File: config.mk
export PLATFORM = sky130hd
export DESIGN_NAME = rasf_ctrl
export DESIGN_NICKNAME = d
export VERILOG_FILES = /design/src/rtl/core/rasf_pkg.sv /design/src/rtl/core/rasf_ctrl.sv
export SDC_FILE = /design/constraint.sdc
export NUM_CORES = 1
export LEC_CHECK = 0
export ABC_AREA = 1
export CELL_PAD_IN_SITES_DETAIL_PLACEMENT = 2
export CELL_PAD_IN_SITES_GLOBAL_PLACEMENT = 2
export CORE_ASPECT_RATIO = 1.5
export CORE_MARGIN = 2
export CORE_UTILIZATION = 28
export CTS_BUF_LIST = sky130_fd_sc_hd__clkbuf_8
export DETAILED_ROUTE_END_ITERATION = 10
export DONT_BUFFER_PORTS = 1
export PLACE_DENSITY_LB_ADDON = 0.08
export SETUP_SLACK_MARGIN = 0.4
export SLEW_MARGIN = 20
export SYNTH_ARGS = -nofsm -noshare
export SYNTH_HDL_FRONTEND = slang
export SYNTH_SLANG_ARGS = --single-unit
File: constraint.sdc
create_clock -name clk -period 1.1 [get_ports clk]
set_input_delay 0.22 -clock clk [delete_from_list [all_inputs] [get_ports clk]]
set_output_delay 0.22 -clock clk [all_outputs]
set_load 0.01 [all_outputs]
File: src/rtl/core/rasf_pkg.sv
// Shared constants, codes and controller/datapath command types for the Fenwick range core.
`default_nettype none

package rasf_pkg;

  localparam int MAX_ENTRIES = 1024;
  localparam int TREE_TOP    = MAX_ENTRIES + 1;
  localparam int TREE_DEPTH  = MAX_ENTRIES + 2;
  localparam int ADDR_W      = $clog2(TREE_DEPTH);
  localparam int POS_W       = ADDR_W + 1;

  localparam int ACT_W = 2;
  localparam int IDX_W = 10;
  localparam int VAL_W = 32;
  localparam int SUM_W = 64;
  localparam int CFG_W = 11;

  localparam logic [ACT_W-1:0] ACT_ADD = 2'd0;
  localparam logic [ACT_W-1:0] ACT_SET = 2'd1;
  localparam logic [ACT_W-1:0] ACT_SUM = 2'd2;

  localparam logic [CFG_W-1:0] CFG_RESET = CFG_W'(1024);
  localparam logic [CFG_W-1:0] LIMIT_MAX = CFG_W'(MAX_ENTRIES);

  typedef enum logic [3:0] {
    OP_NONE,
    OP_CLEAR,
    OP_LOAD,
    OP_PRE,
    OP_MUL,
    OP_SAVE_HI,
    OP_SPAN,
    OP_DELTA,
    OP_ADD,
    OP_EMIT
  } dp_op_t;

  typedef enum logic [2:0] {
    SEL_LO,
    SEL_LO1,
    SEL_LO2,
    SEL_HI1,
    SEL_HI2
  } pos_sel_t;

  typedef enum logic {
    SRC_ACC,
    SRC_INC
  } mul_src_t;

  typedef struct packed {
    dp_op_t   op;
    pos_sel_t pos_sel;
    mul_src_t mul_src;
    logic     negate;
  } dp_cmd_t;

  typedef struct packed {
    logic             clear_done;
    logic             walk_done;
    logic             bad;
    logic [ACT_W-1:0] action;
  } dp_status_t;

endpackage

`default_nettype wire

File: src/rtl/core/rasf_ctrl.sv
// Controller: sequences the clearing pass and the tree walks of each request word.
`default_nettype none

module rasf_ctrl import rasf_pkg::*; (
  input  wire logic       clk,
  input  wire logic       rst,
  input  wire logic       in_valid,
  output logic            in_ready,
  output logic            out_valid,
  input  wire logic       out_ready,
  output dp_cmd_t         cmd,
  input  wire dp_status_t status
);

  typedef enum logic [4:0] {
    S_CLEAR,
    S_IDLE,
    S_CHECK,
    S_PRE_HI,
    S_PRE_HI_W,
    S_MUL_HI,
    S_SAVE_HI,
    S_PRE_LO,
    S_PRE_LO_W,
    S_MUL_LO,
    S_SPAN,
    S_DELTA,
    S_MUL_A,
    S_ADD_A,
    S_ADD_A_W,
    S_MUL_B,
    S_ADD_B,
    S_ADD_B_W,
    S_EMIT
  } state_t;

  state_t state;
  state_t state_next;
  logic   is_set;
  logic   can_emit;

  assign is_set   = (status.action == ACT_SET);
  assign can_emit = !out_valid || out_ready;
  assign in_ready = (state == S_IDLE);

  always_comb begin
    state_next  = state;
    cmd.op      = OP_NONE;
    cmd.pos_sel = SEL_LO;
    cmd.mul_src = SRC_ACC;
    cmd.negate  = 1'b0;
    unique case (state)
      S_CLEAR: begin
        cmd.op = OP_CLEAR;
        if (status.clear_done) state_next = S_IDLE;
      end
      S_IDLE: begin
        if (in_valid) begin
          cmd.op     = OP_LOAD;
          state_next = S_CHECK;
        end
      end
      S_CHECK: begin
        if (status.bad) state_next = S_EMIT;
        else if (status.action == ACT_ADD) state_next = S_MUL_A;
        else state_next = S_PRE_HI;
      end
      S_PRE_HI: begin
        cmd.op      = OP_PRE;
        cmd.pos_sel = is_set ? SEL_LO1 : SEL_HI1;
        state_next  = S_PRE_HI_W;
      end
      S_PRE_HI_W: begin
        if (status.walk_done) state_next = S_MUL_HI;
      end
      S_MUL_HI: begin
        cmd.op      = OP_MUL;
        cmd.pos_sel = is_set ? SEL_LO1 : SEL_HI1;
        state_next  = S_SAVE_HI;
      end
      S_SAVE_HI: begin
        cmd.op     = OP_SAVE_HI;
        state_next = S_PRE_LO;
      end
      S_PRE_LO: begin
        cmd.op     = OP_PRE;
        state_next = S_PRE_LO_W;
      end
      S_PRE_LO_W: begin
        if (status.walk_done) state_next = S_MUL_LO;
      end
      S_MUL_LO: begin
        cmd.op     = OP_MUL;
        state_next = S_SPAN;
      end
      S_SPAN: begin
        cmd.op     = OP_SPAN;
        state_next = is_set ? S_DELTA : S_EMIT;
      end
      S_DELTA: begin
        cmd.op     = OP_DELTA;
        state_next = S_MUL_A;
      end
      S_MUL_A: begin
        cmd.op      = OP_MUL;
        cmd.mul_src = SRC_INC;
        state_next  = S_ADD_A;
      end
      S_ADD_A: begin
        cmd.op      = OP_ADD;
        cmd.pos_sel = SEL_LO1;
        state_next  = S_ADD_A_W;
      end
      S_ADD_A_W: begin
        if (status.walk_done) state_next = S_MUL_B;
      end
      S_MUL_B: begin
        cmd.op      = OP_MUL;
        cmd.mul_src = SRC_INC;
        cmd.pos_sel = is_set ? SEL_LO1 : SEL_HI1;
        state_next  = S_ADD_B;
      end
      S_ADD_B: begin
        cmd.op      = OP_ADD;
        cmd.pos_sel = is_set ? SEL_LO2 : SEL_HI2;
        cmd.negate  = 1'b1;
        state_next  = S_ADD_B_W;
      end
      S_ADD_B_W: begin
        if (status.walk_done) state_next = S_EMIT;
      end
      S_EMIT: begin
        if (can_emit) begin
          cmd.op     = OP_EMIT;
          state_next = S_IDLE;
        end
      end
      default: state_next = S_IDLE;
    endcase
  end

  always_ff @(posedge clk) begin
    if (rst) begin
      state     <= S_CLEAR;
      out_valid <= 1'b0;
    end else begin
      state <= state_next;
      if ((state == S_EMIT) && can_emit) out_valid <= 1'b1;
      else if (out_ready) out_valid <= 1'b0;
    end
  end

endmodule

`default_nettype wire

==> results of run 1 <==
-- cell families after synthesis --
kind of cell,after synthesis
AOI/OAI and AO/OA,12
buffers and inverters,25
DFF,6
and+or+nand+nor,93
-- per-stage QoR --
stage / setup WS (ns) / cells / util, % / instance area [µm²] / setup TNS (ns)
global placement: -0.285 / 186 / 42.5 / 1040 / -2.19
floorplan: -0.115 / 136 / - / 823 / -0.560
detailed placement: -0.325 / 186 / 42.5 / 1040 / -2.78
==> flow_metrics.env, run 1 <==
export IMPL_status="stopped before the end"
export IMPL_haltStage="4_1_cts"
export IMPL_firstError="[ERROR DPL-0033] detailed placement checks failed during check placement."
export IMPL_synthTopCellsByCount="34 x nand2_1, 23 x nand3_1, 21 x nor2_1"
export IMPL_cts_setup_buffers=12
export IMPL_synthesis_area_um2=728
export IMPL_synth_seq_cells=6
export IMPL_dp_hpwl_mm=2.85
export IMPL_synth_mux_area_share_pct=0
export IMPL_netlist_top_cells_area="nand2_1 18%, dfxtp_1 16%, nand3_1 16%, nor2_1 11%, inv_1 10%"
export IMPL_boundaryPins=20
export IMPL_synth_edf_count=0
export IMPL_ys_warn_count=0
export IMPL_synthXorXnorAreaFrac_pct=0
export IMPL_ctsHoldBuffers=0
export IMPL_synth_simple_area_share_pct=58.2
export IMPL_synthCells=136
export IMPL_rows=22
export IMPL_synth_top_cell_by_area="nand2_1"
export IMPL_synth_top_family_by_area="simple AND/OR/NAND/NOR gates"
export IMPL_die_x_um=45.6
export IMPL_clockBufferDepth=2
export IMPL_synth_fa_ha_area_share_pct=0
export IMPL_async_flop_share_pct=0
export IMPL_synth_top_area_share_pct=17.5
export IMPL_start_util_pct=29.7
export IMPL_gp_congestion=0.835
export IMPL_synth_fp_nets=145
export IMPL_root_buffer="clkbuf_8"
export IMPL_synth_compound_area_share_pct=9.79
export IMPL_cts_made_buffers=3
export IMPL_cts_resized=41
export IMPL_fp_dieH_um=66.5
export IMPL_yosysMostFrequentCell="nand2_1"
export IMPL_synth_seq_area_share_pct=16.5
export IMPL_syn_area_per_cell_um2=5.35
export IMPL_htree_num_levels=1
export IMPL_synth_cell_type_count=17
export IMPL_ys_flop_type="dfxtp_1"
export IMPL_io_buffers=0
export IMPL_clock_sinks=6
==> run 2: changes to the inputs <==
Settings changed: CELL_PAD_IN_SITES_DETAIL_PLACEMENT 2 to not set, CELL_PAD_IN_SITES_GLOBAL_PLACEMENT 2 to not set, CORE_AREA set to 2 2 63 65, CORE_ASPECT_RATIO 1.5 to not set, CORE_MARGIN 2 to not set, CORE_UTILIZATION 28 to not set, CTS_BUF_LIST sky130_fd_sc_hd__clkbuf_8 to not set, DIE_AREA set to 0 0 65 67, PLACE_DENSITY_LB_ADDON 0.08 to 0.15, SETUP_SLACK_MARGIN 0.4 to not set.
Clock period 1.1 ns to 1.4 ns, I/O delays scaled along.
==> run 2 against run 1 <==
The flow now finishes, with violations (setup timing). Synthesized cell count unchanged. Synthesized area unchanged.
==> flow_metrics.env, run 2 <==
export IMPL_setup_viol=9
export IMPL_dr_pass1_iters=4
export IMPL_final_hold_viol_count=0
export IMPL_rsz0062_at_grt="true"
export IMPL_status="finished with violations"
export IMPL_layout_nets=184
export IMPL_cp_slowest_cell="dfxtp_4"
export IMPL_synth_edf_count=0
export IMPL_clock_sinks=6
export IMPL_io_buffers=0
export IMPL_synthTopCellsByCount="34 x nand2_1, 23 x nand3_1, 21 x nor2_1"
export IMPL_final_cell_mix="29 x buf_4, 20 x nand2_1, 15 x nand2_2, 14 x nand3_1"
export IMPL_grt_max_degree=9
export IMPL_drive_gt1_share_pct=57.2
export IMPL_htree_num_levels=1
export IMPL_fin_crit_ns=1.56
export IMPL_start_util_pct=20.2
export IMPL_syn2layout_area_growth_pct=83.5
export IMPL_clockBufferDepth=2
export IMPL_antenna_found_initial=0
export IMPL_drv_slew=0
export IMPL_grt_usage_pct=13.3
export IMPL_relSlewSlack_pct=80.8
export IMPL_core_area_mm2=0.00361
export IMPL_boundaryPins=20
export IMPL_rows=22
export IMPL_reg2reg_from="state[4]"
export IMPL_ys_warn_count=0
export IMPL_route_vias_total=993
export IMPL_drv_cap=0
export IMPL_drc_errors=0
export IMPL_crit_type="reg2out"
export IMPL_fp_dieH_um=67
export IMPL_worstMarginPinSlew_ns=0.286
export IMPL_synth_top_cell_by_area="nand2_1"
export IMPL_routed_via_density=4.49
export IMPL_largest_register="state"
export IMPL_hold_slack_ns=0.110
export IMPL_synthesis_area_um2=728
export IMPL_dp_cells=207
export IMPL_switching_power_uw=1070
export IMPL_max_clock_freq_mhz=640
export IMPL_grt_pass1_vias=952
export IMPL_setup_ws_ns=-0.162
export IMPL_power_per_cell_area_mw_per_mm2=1660
export IMPL_synth_fp_nets=145
export IMPL_antenna_cells=0
export IMPL_fin_skew_ns=0.00244
export IMPL_dpl_worst_slack_ns=-0.0679
export IMPL_yosysMostFrequentCell="nand2_1"
export IMPL_endpoint_kind="output port"
export IMPL_seqPwrFrac_pct=14.7
export IMPL_cts_tree="built"
export IMPL_synthCells=136
export IMPL_required_ns=1.12
export IMPL_start_kind="flip-flop"
export IMPL_ir_drop_mv=0.479
export IMPL_insertion_delay_ns=0.22
export IMPL_clk_pin_slew_ns=0.03
export IMPL_p_int_uw=1150
export IMPL_critPathArrivalTime_ns=1.28
export IMPL_dp_hpwl_mm=2.07
export IMPL_synth_seq_area_share_pct=16.5
export IMPL_drt_iter0_markers=47
export IMPL_ys_flop_type="dfxtp_1"
export IMPL_slowest_delay_ns=0.35
export IMPL_combPwrFrac_pct=73.6
export IMPL_cp_max_fo=4
export IMPL_crit_chain="buf_6 > nor2_4 > nand2_2 > nand3_2 > nand2_1 > o21ai_1 > buf_4"
export IMPL_synth_seq_cells=6
export IMPL_ant_nets=0
export IMPL_dieArea_mm2=0.00436
export IMPL_gp_congestion=0.847
export IMPL_violations="setup timing"
export IMPL_die_x_um=65
export IMPL_worstHoldStart="rst"
export IMPL_synth_top_area_share_pct=17.5
export IMPL_overflow=0
export IMPL_sw_frac_of_total_pct=48.2
export IMPL_clkPwrFrac_pct=11.6
export IMPL_cp_startpoint="state[4]"
export IMPL_synth_cell_type_count=17
export IMPL_utilization_pct=37.1
export IMPL_async_flop_share_pct=0
export IMPL_netlist_top_cells_area="nand2_1 18%, dfxtp_1 16%, nand3_1 16%, nor2_1 11%, inv_1 10%"
export IMPL_finalCritPeriodShare_pct=112
export IMPL_hp_class="in2reg"
export IMPL_final_common_cell="buf_4"
export IMPL_critPathTopFamily="simple AND/OR/NAND/NOR gates"
export IMPL_drt_total_wl_mm=2.64
export IMPL_critPathBufInv=2
export IMPL_detail_route_wl_per_cell_um=11.9
export IMPL_leakagePower_uw=0.000703
export IMPL_largest_reg_flops=5
export IMPL_root_buffer="clkbuf_8"
export IMPL_cts_made_buffers=3
export IMPL_top_regs="state (5), out_valid (1)"
export IMPL_syn_area_per_cell_um2=5.35
export IMPL_grt_first_pass_wirelength_mm=4.32
export IMPL_instances_no_fill=221
## run 2: cell counts after synthesis
Identical to the previous run, type by type.
## run 2: power by group through the flow
stage                     combinational [µW]  sequential (µW)  clock (µW)
after floorplan                          767              268           0
after global placement                  1240              280           0
after detailed placement                1210              277           0
after CTS                               1540              325         261
after global routing                    1790              339         273
final                                   1630              327         258
## run 2: path summary, 6_finish.rpt
check             end  slack [ns]  depth (start not counted)
max            cmd[3]       -0.16                          7
max reg2reg  state[0]       -0.02                         11
min          state[1]        0.11                          1
min reg2reg  state[1]        0.53                          2
## run 2: what timing repair did
item	CTS	global route
resized for setup	59	18
hold buffers	0	0
setup buffers	8	3
pin swaps	14	9
setup endpoints to repair	13	14
## run 2: logic make-up (layout without fill, tap and decap cells)
family / count (synthesis) / in the layout / synth area share, %
compound gates: 12 / 12 / 9.79
flops: 6 / 6 / 16.5
buf+inv: 25 / 62 / 15.5
simple gates: 93 / 93 / 58.2
## run 2: per-stage QoR
step           TNS [ns]  total power [µW]  instance area, µm²
3_3_place_gp     -0.386              1520                 953
6_report         -0.911              2220                1340
5_1_grt           -1.72              2410                1340
3_5_place_dp     -0.172              1480                 953
4_1_cts          -0.760              2130                1240
2_1_floorplan         0              1030                 728
## run 2: layout make-up
class	count	area (µm²)
clock buffers	3	41.3
multi-input cells	105	687
fillers	383	2270
repair buffers	37	317
inverters	22	92.6
well taps	48	60.1
flip-flops and latches	6	139
## run 2: per-layer routing
layer	global-route usage (%)	part of all wire (%)	up-vias
met1	13.7	39	447
met2	24.1	52	21
li1	-	-	514
met5	0	0	-
met4	7.45	3.5	0
met3	3.89	5.3	11
(Power assumes the default switching activity.)
